### src/strict_base64url_decoder_unit_macros.svh
// assertion helpers for the base64url decoder
`ifndef STRICT_BASE64URL_DECODER_UNIT_MACROS_SVH
`define STRICT_BASE64URL_DECODER_UNIT_MACROS_SVH

// checked on every rising edge outside reset
`define B64U_ASSERT(label, prop, msg) \
    label: assert property (@(posedge i_clk) disable iff (!i_rst_n) prop) else $error(msg);

// checked on every rising edge, reset included
`define B64U_ASSERT_ALWAYS(label, prop, msg) \
    label: assert property (@(posedge i_clk) prop) else $error(msg);

`endif

### src/b64u_pkg.sv
package b64u_pkg;

    typedef struct packed {
        logic [7:0] char_code;
        logic       is_last;
    } t_in_item;

    typedef struct packed {
        logic       byte_valid;
        logic [7:0] data_byte;
        logic       text_done;
        logic [1:0] status;
    } t_out_item;

    // status codes
    localparam logic [1:0] ST_OK       = 2'd0;
    localparam logic [1:0] ST_LENGTH   = 2'd1;
    localparam logic [1:0] ST_BAD_CHAR = 2'd2;
    localparam logic [1:0] ST_TRAILING = 2'd3;

    // group positions
    localparam logic [1:0] POS_FIRST  = 2'd0;
    localparam logic [1:0] POS_SECOND = 2'd1;
    localparam logic [1:0] POS_THIRD  = 2'd2;

    localparam logic [5:0] SEXTET_LOWER_BASE = 6'd26;
    localparam logic [5:0] SEXTET_DIGIT_BASE = 6'd52;
    localparam logic [5:0] SEXTET_DASH       = 6'd62;
    localparam logic [5:0] SEXTET_UNDERSCORE = 6'd63;

    typedef struct packed {
        logic       bad;
        logic [5:0] value;
    } t_sextet;

    // alphabet lookup, bad flag set for anything outside it
    function automatic t_sextet sextet_of(input logic [7:0] c);
        t_sextet r;
        logic [7:0] d;
        r.bad   = 1'b0;
        r.value = '0;
        if (c >= 8'h41 && c <= 8'h5A) begin
            d       = c - 8'h41;
            r.value = d[5:0];
        end else if (c >= 8'h61 && c <= 8'h7A) begin
            d       = c - 8'h61;
            r.value = d[5:0] + SEXTET_LOWER_BASE;
        end else if (c >= 8'h30 && c <= 8'h39) begin
            d       = c - 8'h30;
            r.value = d[5:0] + SEXTET_DIGIT_BASE;
        end else if (c == 8'h2D) begin
            r.value = SEXTET_DASH;
        end else if (c == 8'h5F) begin
            r.value = SEXTET_UNDERSCORE;
        end else begin
            r.bad = 1'b1;
        end
        return r;
    endfunction

endpackage

### src/strict_base64url_decoder_unit.sv
// strict unpadded base64url decoder, one character per transaction
// input channel: i_in_valid / o_in_ready carry char_code and is_last;
//   is_last marks the final character of a text, texts follow back to back
// output channel: o_out_valid / i_out_ready carry exactly one result per
//   character: byte_valid/data_byte for the decoded byte (second, third and
//   fourth character of each group), text_done/status on the last character
// status: 0 ok, 1 length leaves one char, 2 bad character, 3 nonzero
//   trailing bits; on any nonzero status the text's bytes must be discarded
//   by the user, as the block does not enforce it; throughput: one character
//   per cycle unless the output stalls; the decode path is one alphabet
//   lookup and a byte merge between the input register and result register
// stall: while the result register is held, the input register still takes
//   one more character; o_in_ready drops only when both registers are full
// reset: synchronous active-low i_rst_n empties both registers and clears
//   the group position, held sextet and sticky bad-character flag
module strict_base64url_decoder_unit
    import b64u_pkg::*;
(
    input  logic      i_clk,
    input  logic      i_rst_n,
    input  logic      i_in_valid,
    output logic      o_in_ready,
    input  t_in_item  i_in_data,
    output logic      o_out_valid,
    input  logic      i_out_ready,
    output t_out_item o_out_data
);

`include "strict_base64url_decoder_unit_macros.svh"

    // input register
    logic      r_s1_valid;
    t_in_item  r_s1_item;
    // result register
    logic      r_out_valid;
    t_out_item r_out_item;
    // decode state
    logic [1:0] r_group_pos,   n_group_pos;
    logic [5:0] r_held_sextet, n_held_sextet;
    logic       r_bad_seen,    n_bad_seen;

    logic      adv;
    t_sextet   lookup;
    logic [5:0] sx;
    logic      bad_all;
    t_out_item n_out_item;

    // stage moves when the result register is free or being drained
    assign adv        = r_s1_valid && (!r_out_valid || i_out_ready);
    assign o_in_ready = !r_s1_valid || adv;

    always_comb begin
        lookup  = sextet_of(r_s1_item.char_code);
        // bad characters decode as zero and poison the rest of the text
        sx      = lookup.bad ? 6'd0 : lookup.value;
        bad_all = r_bad_seen | lookup.bad;

        n_out_item            = '0;
        n_out_item.text_done  = r_s1_item.is_last;
        n_out_item.byte_valid = !bad_all && (r_group_pos != POS_FIRST);

        if (n_out_item.byte_valid) begin
            unique case (r_group_pos)
                POS_SECOND: n_out_item.data_byte = {r_held_sextet, sx[5:4]};
                POS_THIRD:  n_out_item.data_byte = {r_held_sextet[3:0], sx[5:2]};
                default:    n_out_item.data_byte = {r_held_sextet[1:0], sx};
            endcase
        end

        // status priority: length, then bad character, then trailing bits
        if (r_s1_item.is_last) begin
            priority if (r_group_pos == POS_FIRST) begin
                n_out_item.status = ST_LENGTH;
            end else if (bad_all) begin
                n_out_item.status = ST_BAD_CHAR;
            end else if (r_group_pos == POS_SECOND && sx[3:0] != 4'd0) begin
                n_out_item.status = ST_TRAILING;
            end else if (r_group_pos == POS_THIRD && sx[1:0] != 2'd0) begin
                n_out_item.status = ST_TRAILING;
            end else begin
                n_out_item.status = ST_OK;
            end
        end

        // end of text returns to the reset state
        if (r_s1_item.is_last) begin
            n_group_pos   = '0;
            n_held_sextet = '0;
            n_bad_seen    = 1'b0;
        end else begin
            n_group_pos   = r_group_pos + 2'd1;
            n_held_sextet = sx;
            n_bad_seen    = bad_all;
        end
    end

    always_ff @(posedge i_clk) begin
        if (!i_rst_n) begin
            r_s1_valid    <= 1'b0;
            r_out_valid   <= 1'b0;
            r_group_pos   <= '0;
            r_held_sextet <= '0;
            r_bad_seen    <= 1'b0;
        end else begin
            if (o_in_ready) begin
                r_s1_valid <= i_in_valid;
            end
            if (adv) begin
                r_out_valid   <= 1'b1;
                r_group_pos   <= n_group_pos;
                r_held_sextet <= n_held_sextet;
                r_bad_seen    <= n_bad_seen;
            end else if (i_out_ready) begin
                r_out_valid <= 1'b0;
            end
        end
    end

    // payload registers, no reset
    always_ff @(posedge i_clk) begin
        if (o_in_ready && i_in_valid) begin
            r_s1_item <= i_in_data;
        end
        if (adv) begin
            r_out_item <= n_out_item;
        end
    end

    assign o_out_valid = r_out_valid;
    assign o_out_data  = r_out_item;

    // status only on the final result of a text
    `B64U_ASSERT(a_status_only_at_end, o_out_valid && !o_out_data.text_done |-> o_out_data.status == ST_OK, "status set before end of text")
    // a length error falls on a group start, which never carries a byte
    `B64U_ASSERT(a_length_no_byte, o_out_valid && o_out_data.status == ST_LENGTH |-> !o_out_data.byte_valid, "byte emitted with length error")
    // the last character always leaves the decode state cleared
    `B64U_ASSERT(a_state_cleared, adv && r_s1_item.is_last |=> r_group_pos == POS_FIRST && !r_bad_seen && r_held_sextet == 6'd0, "state not cleared after end of text")
    // reset empties the result register
    `B64U_ASSERT_ALWAYS(a_reset_empty, !i_rst_n |=> !o_out_valid && !r_s1_valid, "pipeline not empty after reset")

endmodule
### config.mk
export PLATFORM = sky130hd
export DESIGN_NAME = strict_base64url_decoder_unit
export DESIGN_NICKNAME = d
export VERILOG_FILES = /design/src/b64u_pkg.sv /design/src/strict_base64url_decoder_unit.sv
export VERILOG_INCLUDE_DIRS = /design/src /design/src/src
export SDC_FILE = /design/constraint.sdc
export NUM_CORES = 1
export LEC_CHECK = 0
export ABC_AREA = 1
export BUFFER_PORTS_ARGS = -buffer_cell sky130_fd_sc_hd__buf_2
export CAP_MARGIN = 0
export CORE_MARGIN = 2
export CORE_UTILIZATION = 40
export CTS_CLUSTER_DIAMETER = 120
export DETAILED_ROUTE_END_ITERATION = 6
export HOLD_SLACK_MARGIN = 0.1
export REMOVE_ABC_BUFFERS = 1
export SETUP_SLACK_MARGIN = 0.05
export SLEW_MARGIN = 20
export SYNTH_ARGS = -nofsm -noshare
export SYNTH_HDL_FRONTEND = slang
export SYNTH_SLANG_ARGS = --single-unit
export TNS_END_PERCENT = 1
### constraint.sdc
create_clock -name i_clk -period 1.92 [get_ports i_clk]
set_input_delay 0.288 -clock i_clk [delete_from_list [all_inputs] [get_ports i_clk]]
set_output_delay 0.288 -clock i_clk [all_outputs]
set_load 0.005 [all_outputs]
After elaboration in Yosys (flattened, before gate mapping)
Cells that the tools add are included.

Reduce and logical (&&, ||, !) cells: 19. Add/sub/neg operators: 6. Equality and inequality tests: 4. Bitwise logic cells: 2. Muxes and demuxes: 21. Order comparisons: 6.

Operator list (number): 6-bit 2-to-1 mux (7); 8-bit by 7-bit greater-or-equal comparator with 1-bit output (second input constant) (2); 8-bit by 7-bit <= comparator with 1-bit output (second input constant) (2); 8-bit one-hot mux with 2 select lines (1); 6-bit subtractor (second input constant) (2); 1-bit 2-to-1 mux (9); 8-bit by 6-bit equality test with 1-bit output (second input constant) (1); 8-bit by 7-bit equality test with 1-bit output (second input constant) (1); 8-bit by 6-bit greater-or-equal comparator with 1-bit output (second input constant) (1); 8-bit by 6-bit <= comparator with 1-bit output (second input constant) (1); 1-bit logical AND (8); 2-bit 2-to-1 mux (4); 6-bit by 5-bit adder with 6-bit output (second input constant) (1); 6-bit adder (second input constant) (1); 2-bit nonzero test (3); 6-bit by 1-bit subtractor with 6-bit output (second input constant) (1); 4-bit nonzero test (1); 1-bit logical NOT (3); 2-bit by 1-bit adder with 2-bit output (second input constant) (1); 2-bit by 1-bit equality test with 1-bit output (second input constant) (1); 2-bit equality test (second input constant) (1); 2-bit logical NOT (1); 1-bit logical OR (2); 2-bit OR reduction (1); other kinds (2) (2).

Bits in registers: 32. Word-level logic and storage cells: 70. Input bits: 13.

Logic depth before layout (Yosys ltp)
Gate-level depths: netlist (run 1).

Depth in word-level cells: 13. Depth in mapped cells: 17. Mapped depth without buffers: 16.

Worst setup path after synthesis (run 1)
Ideal clock, no wire load.

Path kind: reg2reg. Start: register r_s1_item[3] in the netlist's numbering. End: register r_out_item (netlist bit o_out_data[5]), data pin. Arrival time: 1745 ps. Cell stages (with the launch flop): 17. Slack: -82 ps. Clock period less this slack: 2002 ps. Data required time: 1663 ps. Library setup time: 257 ps. Buffers on the path: 1. Path through: edfxtp_1 > buf_2 > inv_1 > ha_1 > nand2_1 > nand2_1 > nand3_1 > nand2_1 > nand2_1 > nand2_4 > nand2_2 > nor2_2 > nor2_4 > nand2_4 > inv_4 > o21ai_1 > a21oi_2.

RTL lines: from (decl) (line strict_base64url_decoder_unit.sv:33) `t_in_item r_s1_item;`; from (signal assigned) (line strict_base64url_decoder_unit.sv:122) `r_s1_item <= i_in_data;`; to (signal assigned) (line strict_base64url_decoder_unit.sv:125) `r_out_item <= n_out_item;`; to (decl) (line strict_base64url_decoder_unit.sv:36) `t_out_item r_out_item;`.

Worst setup path in the final report (run 1)
Start: register r_s1_item[3] in the netlist's numbering. End: register r_out_item (netlist bit o_out_data[0]), data pin.

Longest elaborated chain between the ends: 13. Elaborated cells on any way between the ends: 36.

RTL lines: branches (longest 11 deep; another with 6-bit subtractor); 2-bit 2-to-1 mux (*) (line strict_base64url_decoder_unit.sv:74) `end else if (bad_all) begin`; 1-bit 2-to-1 mux (*) (line strict_base64url_decoder_unit.sv:72) `priority if (r_group_pos == POS_FIRST) begin`.

Mark *: on every way between the ends. A chain may end at the register's enable or synchronous reset.

==> results of run 1 <==
registers in the layout, indices dropped and copies added, names as in the netlist:
signal         cells
o_out_data        12
r_s1_valid         1
n_out_item         1
o_out_valid        1
r_group_pos        2
r_s1_item          8
r_bad_seen         1
r_held_sextet      6
what timing repair did:
item | in CTS | in global routing
setup endpoints to repair | 16 | 17
buffers inserted | 5 | 5
pin swaps | 9 | 20
resized for setup | 13 | 39
power by group through the flow:
stage	Clock [mW]	Sequential, mW	Combinational, mW
final	0.493	0.789	0.399
after global placement	0	0.802	0.326
after floorplan	0	0.806	0.180
after detailed placement	0	0.803	0.326
after CTS	0.511	0.788	0.349
after global routing	0.539	0.792	0.444
cell families (layout without fill, tap and decap cells):
logic type	count (synthesis)	in the layout	synth area share
adders and majority gates	12	12	0.0727
xor gates and xnor gates	8	8	0.0339
buffers and inverters	42	113	0.0812
DFF	32	32	0.412
AOI/OAI and AO/OA	42	42	0.124
and+or+nand+nor	120	120	0.276
worst max-delay path: stages (launching register included):
cell,delay [ns]
edfxtp_1,0.42
inv_2,0.12
ha_2,0.21
nand2_1,0.07
nand2_2,0.08
nand2_2,0.08
nand2_4,0.10
nand3_4,0.14
nand2_2,0.11
nand3_2,0.08
nand2_2,0.10
nand2_1,0.07
nand2_2,0.07
nand2_1,0.06
nand2_1,0.07
a21oi_2,0.05
placed cells by master, fill, tap and decap left out:
cell	synthesis	final
a211oi_2	0	3
a21oi_1	19	17
a21oi_2	5	7
a221oi_1	2	2
buf_12	0	1
buf_2	2	26
buf_4	1	41
clkbuf_1	2	2
clkbuf_8	0	5
clkinv_1	1	1
clkinv_2	1	2
dfxtp_1	11	11
edfxtp_1	21	21
ha_1	12	5
ha_2	0	5
ha_4	0	2
inv_1	27	22
inv_2	7	10
inv_4	1	3
nand2_1	71	53
nand2_2	5	21
nand2_4	2	4
nand3_1	17	11
nand3_2	2	8
nand3_4	1	1
nand3b_1	2	2
nand4_1	6	6
nor2_1	9	8
nor2_2	2	2
nor2_4	2	3
nor3_2	0	1
o211ai_1	2	2
o21ai_0	4	4
o21ai_1	5	3
o21ai_2	2	4
xnor2_1	1	1
xor2_1	7	7
layout make-up:
class / instances / area [sq um] / area share
Inverter: 37 / 148 / 0.0521
Sequential cell: 32 / 851 / 0.300
Clock inverter: 1 / 5.00 / 0.00176
Timing Repair Buffer: 68 / 458 / 0.161
Tap cell: 70 / 87.6 / 0.0309
Clock buffer: 7 / 76.3 / 0.0269
Multi-Input combinational cell: 182 / 1210 / 0.427
worst paths after layout:
| kind | cells past startpoint | end |
|---|---|---|
| max | 15 | o_out_data[0] |
| min | 1 | n_out_item[2] |
| max reg2reg | 15 | o_out_data[0] |
| min reg2reg | 2 | r_held_sextet[4] |
layer usage:
metal	global-route usage	vias up
met5	0	-
met4	0.0351	0
met3	0.0556	7
met2	0.282	37
met1	0.237	841
li1	-	990
==> out/results.ini, run 1 <==
[outcome]
outcome = finished with violations
violations = negative setup slack

[yosys]
synthFlopType = edfxtp_1
syn_area_sq_um = 2060
synth.avg_cell_area_sq_um = 8.06
ys_ff_latch = 32
synth_cells = 256
yosysMostFrequentCell = nand2_1
yosysTopAreaCellShare = 0.305
seq_area_frac_synth = 0.412
async_flop_share = 0
synth_area_leaders = edfxtp_1, nand2_1, dfxtp_1, ha_1, inv_1
ys_warn_count = 0
synthDistinctLibCells = 33
synth_top_area_cell = edfxtp_1
synth_edf_count = 21
netlist_top_cells_count = nand2_1, inv_1, edfxtp_1

[critical_path]
r2r-start = r_s1_item[3]
end_kind = register
critPathMaxFanout = 6
critPathLaunchType = register
setup.worst_path.start = r_s1_item[3]
required_ns = 1.95
worstPathArrival_ns = 2.11
path_class = reg -> reg
rrSetupSlack_ns = -0.15

[clocking]
cts_root_buf = clkbuf_8
insertion_delay_ns = 0.29
cts-htree-levels = 2
cts_tree = yes
cts_buffers = 5
clockBufferDepth = 2
cts.sinks = 32
cts_hold_buf = 0
clkTransAtPathRegs_ns = 0.06

[placement]
dp_hpwl_um = 3560
io_buffers = 26
dp_worst_setup_slack_ns = -0.196
place_inst = 379
place_congestion = 0.869
postPlaceCellArea_sq_um = 2510

[pwr]
comb_power_share = 0.237
clock_power_share = 0.293
power.share.switching = 0.286
p_int_mw = 1.20
p_leak_nw = 1.27
power.switching_uw = 481
finalPower_mw = 1.68
irDropWorstVdd_mv = 0.430
power_density_nw_per_um2 = 592
power_frac_seq = 0.469

[timing]
setup_tns_ns = -1.04
period_share = 1.08
setup_slack_ns = -0.155
skew_ns = 0.0146
tightest_slew_ns = 0.452
rsz0062_at_grt = yes
fmax_mhz = 482
report.final.slew_viol_count = 0
setup_viol = 11
hold_ws_ns = 0.174
finalWorstPathRequiredPeriod_ns = 2.07
final-hold-violation-count = 0
slew_headroom = 0.698

[finish]
nFillCells = 456
stdcell_count = 397
design_area_sq_um = 2840
antenna_cells = 0
layout.nets = 351
drive_gt1_frac = 0.456
area_growth_pct = 37.4
utilization = 0.563

[min_path]
hold_start = i_in_data[0]
hold_class = in -> reg

[die]
initial_core_util = 0.409
die_w_um = 75.8
die-area_sq_um = 5750
num_rows = 26
io_pins = 27
die_h_um = 75.8
core_area_sq_um = 5040

[global_routing]
antenna_found_initial = 0
grt_pass1_vias = 1658
grt.total_usage = 0.177
grt_first_pass_wirelength_um = 7590
grt_max_degree = 13
grt_remaining_overflow = 0

[flow_run]
maxCapViolations = 0

[routing]
drtIter0Drc = 136
drt-met1-wl_um = 2250
routed-via-count = 1875
vias_per_cell = 4.72
first_pass_iters = 4
wl_met3_um = 148
ant_nets = 0
highest_layer = met4
avgRoutedWirePerCell_um = 11.8
drc = 0
wirelength_um = 4700
routed-wl-met2_um = 2270

No activity file was read; power rests on OpenSTA's default activity.
==> inputs of run 2 (changes only) <==
==> constraint.sdc (replaced) <==
create_clock -name i_clk -period 1.8 [get_ports i_clk]
set_input_delay 0.27 -clock i_clk [delete_from_list [all_inputs] [get_ports i_clk]]
set_output_delay 0.27 -clock i_clk [all_outputs]
set_load 0.005 [all_outputs]
==> out/results.ini, run 2 (same netlist as run 1, synthesis figures left out) <==
[timing]
slew_headroom = 0.688
final-hold-violation-count = 0
setup_tns_ns = -3.06
skew_ns = 0.00909
hold_ws_ns = 0.154
rsz0062_at_grt = yes
setup_slack_ns = -0.270
tightest_slew_ns = 0.467
finalWorstPathRequiredPeriod_ns = 2.07
report.final.slew_viol_count = 0
period_share = 1.15
fmax_mhz = 483
setup_viol = 18

[placement]
place_congestion = 0.908
io_buffers = 26
dp_hpwl_um = 3690
dp_worst_setup_slack_ns = -0.287

[critical_path]
worst-path-buf-inv = 3
crit_family = simple AND/OR/NAND/NOR gates
required_ns = 1.83
path_class = reg -> reg
critPathLaunchType = register
end_kind = register
crit_path_top_delay_cell = edfxtp_1
critPathMaxFanout = 4
worstPathArrival_ns = 2.11
reg2reg_depth = 14
critical_path.max_stage_delay_ns = 0.45
cp_cell_sequence = inv_1 > ha_2 > inv_2 > nand2_2 > nand4_1 > buf_4 > nand4_1 > nand3_2 > nand2_2 > nand2_2 > nand2_1 > nand2_1 > nand2_1 > a21oi_2
cp.depth = 14

[finish]
antenna_cells = 0
area_growth_pct = 36.2
final_cell_mix = nand2_1, buf_4, buf_2
final_common_cell = nand2_1
drive_gt1_frac = 0.433
largest_reg_flops = 12
layout.nets = 352

[clocking]
insertion_delay_ns = 0.29
cts_hold_buf = 0
cts_tree = yes
clkTransAtPathRegs_ns = 0.07
cts.sinks = 32
cts_root_buf = clkbuf_8
clockBufferDepth = 2
cts-htree-levels = 2
cts_buffers = 5

[routing]
drtIter0Drc = 96
ant_nets = 0
vias_per_cell = 4.80
avgRoutedWirePerCell_um = 12.3
first_pass_iters = 4
routed-via-count = 1910
drc = 0
wirelength_um = 4900

[global_routing]
grt_remaining_overflow = 0
antenna_found_initial = 0
grt_max_degree = 13
grt.total_usage = 0.181
grtUsageMet2 = 0.307
grtUsageMet1 = 0.226
grtUsageMet3 = 0.0384
grt_pass1_vias = 1772
grt_first_pass_wirelength_um = 7860
grt_busiest_layer = met2

[die]
initial_core_util = 0.409
num_rows = 26
die-area_sq_um = 5750
die_h_um = 75.8
die_w_um = 75.8
io_pins = 27
core_area_sq_um = 5040

[pwr]
irDropWorstVdd_mv = 0.646
power_density_nw_per_um2 = 649
p_leak_nw = 1.27
finalPower_mw = 1.82

[outcome]
violations = negative setup slack
outcome = finished with violations

[flow_run]
maxCapViolations = 0

[min_path]
hold_path_depth = 1
hold_class = in -> reg

[run 2: changes by cell type in the layout (fill, tap and decap cells not counted), moves of 2 or more]
cell	change
clkbuf_1	-2
inv_1	+2
nand2_1	+3
nand2_2	-3
nand3_1	+4
nand3_2	-4
[run 2: area by class of cell]
cell class                 instances  area, sq um
clock buffer                       6         82.6
clock inverter                     2         10.0
tap                               70         87.6
timing repair buffer              69          457
inverter                          37          145
multi-input combinational        182         1180
fill                             457         2230
sequential                        32          851
[run 2: worst register-to-register path: cells and delay by family (launching register included)]
kind,cells,cell delay (ns)
flip-flops,1,0.45
AO/OA/AOI/OAI,1,0.05
buffers and inverters,3,0.36
AND/OR/NAND/NOR,9,0.77
adder cells (fa/ha/maj),1,0.19
[run 2: layer usage]
metal	share of wire	routed length (um)
met1	0.47	2290
met2	0.48	2370
met3	0.035	172
met4	0.015	72
met5	0	0
[run 2: worst paths after layout]
| kind | from | endpoint | slack (ns) |
|---|---|---|---|
| worst max-delay path | r_s1_item[1] | o_out_data[0] | -0.27 |
| worst min-delay path | i_in_data[0] | n_out_item[2] | 0.15 |
| worst min register to register | r_held_sextet[4] | r_held_sextet[4] | 0.48 |
| worst max register to register | r_s1_item[1] | o_out_data[0] | -0.27 |
[run 2: power by group]
| part | leakage [nW] | internal (mW) | switching [mW] |
|---|---|---|---|
| Sequential | 0.296 | 0.817 | 0.0226 |
| Clock | 0.0510 | 0.305 | 0.263 |
| Combinational | 0.922 | 0.185 | 0.231 |
[run 2: what timing repair did]
item	CTS	global route
resized for setup	18	24
setup buffers	7	3
setup endpoints to repair	17	18
pin swaps	9	14
hold endpoints to repair	0	0
[run 2: per-stage QoR]
step           area (sq um)  instances   util
2_1_floorplan          2040        251      -
3_3_place_gp           2500        380  0.497
3_5_place_dp           2500        380  0.497
4_1_cts                2710        395  0.538
5_1_grt                2810        398  0.558
6_report               2810        398  0.558
==> inputs of run 3 (changes only) <==
==> constraint.sdc (replaced) <==
create_clock -name i_clk -period 1.8 [get_ports i_clk]
set_input_delay 0.45 -clock i_clk [delete_from_list [all_inputs] [get_ports i_clk]]
set_output_delay 0.45 -clock i_clk [all_outputs]
set_load 0.005 [all_outputs]
==> out/results.ini, run 3 (same netlist as run 1, synthesis figures left out) <==
[die]
io_pins = 27
die_h_um = 75.8
core_area_sq_um = 5040
num_rows = 26
initial_core_util = 0.409
die_w_um = 75.8
die-area_sq_um = 5750

[critical_path]
crit_path_top_delay_cell = edfxtp_1
crit_path_frequent_cell = buf_4
critical_path.max_stage_delay_ns = 0.42
worstPathArrival_ns = 2.11
critPathLaunchType = register
cp_cell_sequence = buf_4 > ha_2 > inv_2 > nand2_2 > nand2_2 > nand2_4 > buf_4 > o21ai_2 > o211ai_1 > nand2_1 > buf_6 > buf_4 > a21oi_2
critPathMaxFanout = 4
required_ns = 1.82
end_kind = register
worst-path-buf-inv = 5
path_class = reg -> reg
crit_family = buffers and inverters

[outcome]
outcome = finished with violations
violations = negative setup slack

[placement]
io_buffers = 26
place_congestion = 0.933
dp_worst_setup_slack_ns = -0.310
dp_hpwl_um = 3550
place_inst = 384
postPlaceCellArea_sq_um = 2530

[routing]
ant_nets = 0
first_pass_iters = 4
routed-via-count = 1907
vias_per_cell = 4.71
avgRoutedWirePerCell_um = 11.9
drc = 0
drtIter0Drc = 108
wirelength_um = 4820

[finish]
largest_reg_flops = 12
regArea_sq_um = 851
antenna_cells = 0
area_growth_pct = 40.2
layout.nets = 359
stdcell_count = 405
nFillCells = 442
design_area_sq_um = 2900
multi_input_area_sq_um = 1200
final_cell_mix = nand2_1, buf_4, buf_2
final_common_cell = nand2_1
drive_gt1_frac = 0.460

[timing]
finalWorstPathRequiredPeriod_ns = 2.09
slew_headroom = 0.711
period_share = 1.16
setup_slack_ns = -0.286
rsz0062_at_grt = yes
final-hold-violation-count = 0
fmax_mhz = 479
report.final.slew_viol_count = 0
skew_ns = 0.00887
setup_viol = 17
tightest_slew_ns = 0.433

[global_routing]
grt.total_usage = 0.169
grt_remaining_overflow = 0
antenna_found_initial = 0
grt_max_degree = 13
grt_pass1_vias = 1685
grt_first_pass_wirelength_um = 7390

[clocking]
cts.sinks = 32
cts_buffers = 5
insertion_delay_ns = 0.28
clockBufferDepth = 2
clkTransAtPathRegs_ns = 0.07
cts_tree = yes
cts-htree-levels = 2
cts_root_buf = clkbuf_8

[pwr]
p_leak_nw = 1.31
irDropWorstVdd_mv = 0.597
power_density_nw_per_um2 = 632

[min_path]
hold_class = in -> reg

[flow_run]
maxCapViolations = 0

run 3: cell types whose count changed in the layout (fill, tap and decap cells not counted), sizes merged:
cell / previous run / this run
buf: 69 / 76
run 3: final timing paths:
| kind | to | slack, ns | startpoint | cells past startpoint |
|---|---|---|---|---|
| setup / recovery | o_out_data[7] | -0.29 | r_s1_item[3] | 13 |
| hold / removal | r_s1_item[6] | 0.35 | i_in_data[6] | 1 |
| setup reg to reg | o_out_data[7] | -0.29 | r_s1_item[3] | 13 |
| hold reg to reg | r_held_sextet[4] | 0.48 | r_held_sextet[4] | 2 |
run 3: repair_timing:
action                                  in CTS  in global routing
endpoints found under the hold margin        0                  0
pin swaps                                   10                 26
hold buffers                                 0                  0
gates resized for setup                     17                 33
buffers inserted                             8                  5
endpoints found under the setup margin      17                 18
run 3: worst reg2reg max path: stages, from the launching register on:
cell      delay [ns]
edfxtp_1        0.42
buf_4           0.16
ha_2            0.19
inv_2           0.08
nand2_2         0.08
nand2_2         0.11
nand2_4         0.08
buf_4           0.14
o21ai_2         0.11
o211ai_1        0.09
nand2_1         0.12
buf_6           0.12
buf_4           0.10
a21oi_2         0.04
run 3: final cells by class:
cell class	count	area share
Multi-Input combinational cell	182	0.415
Sequential cell	32	0.294
Timing Repair Buffer	76	0.178
Clock inverter	2	0.00346
Clock buffer	6	0.0285
Tap cell	70	0.0303
Inverter	37	0.0501
run 3: per-layer routing:
metal | part of all wire | wire length (um) | up-vias | global-route usage
met5 | 0 | 0 | - | 0
met4 | 0.014 | 68 | 0 | 0.0468
met3 | 0.040 | 193 | 7 | 0.0476
met2 | 0.48 | 2310 | 50 | 0.276
met1 | 0.47 | 2260 | 849 | 0.220
li1 | - | - | 1001 | -
run 3: per-stage QoR:
stage	util	hold slack [ns]	setup TNS [ns]	power [mW]
after floorplan	-	0.445	-1.77	1.05
after global placement	0.503	0.460	-2.95	1.21
after detailed placement	0.503	0.468	-3.20	1.21
after CTS	0.542	0.339	-2.63	1.80
after global routing	0.574	0.334	-5.77	1.92
final	0.574	0.346	-3.39	1.83
run 3: report_power, final:
| group | total (mW) | switching (mW) | internal (mW) |
|---|---|---|---|
| sequential | 0.840 | 0.0232 | 0.817 |
| clock | 0.552 | 0.248 | 0.304 |
| combinational | 0.439 | 0.238 | 0.201 |
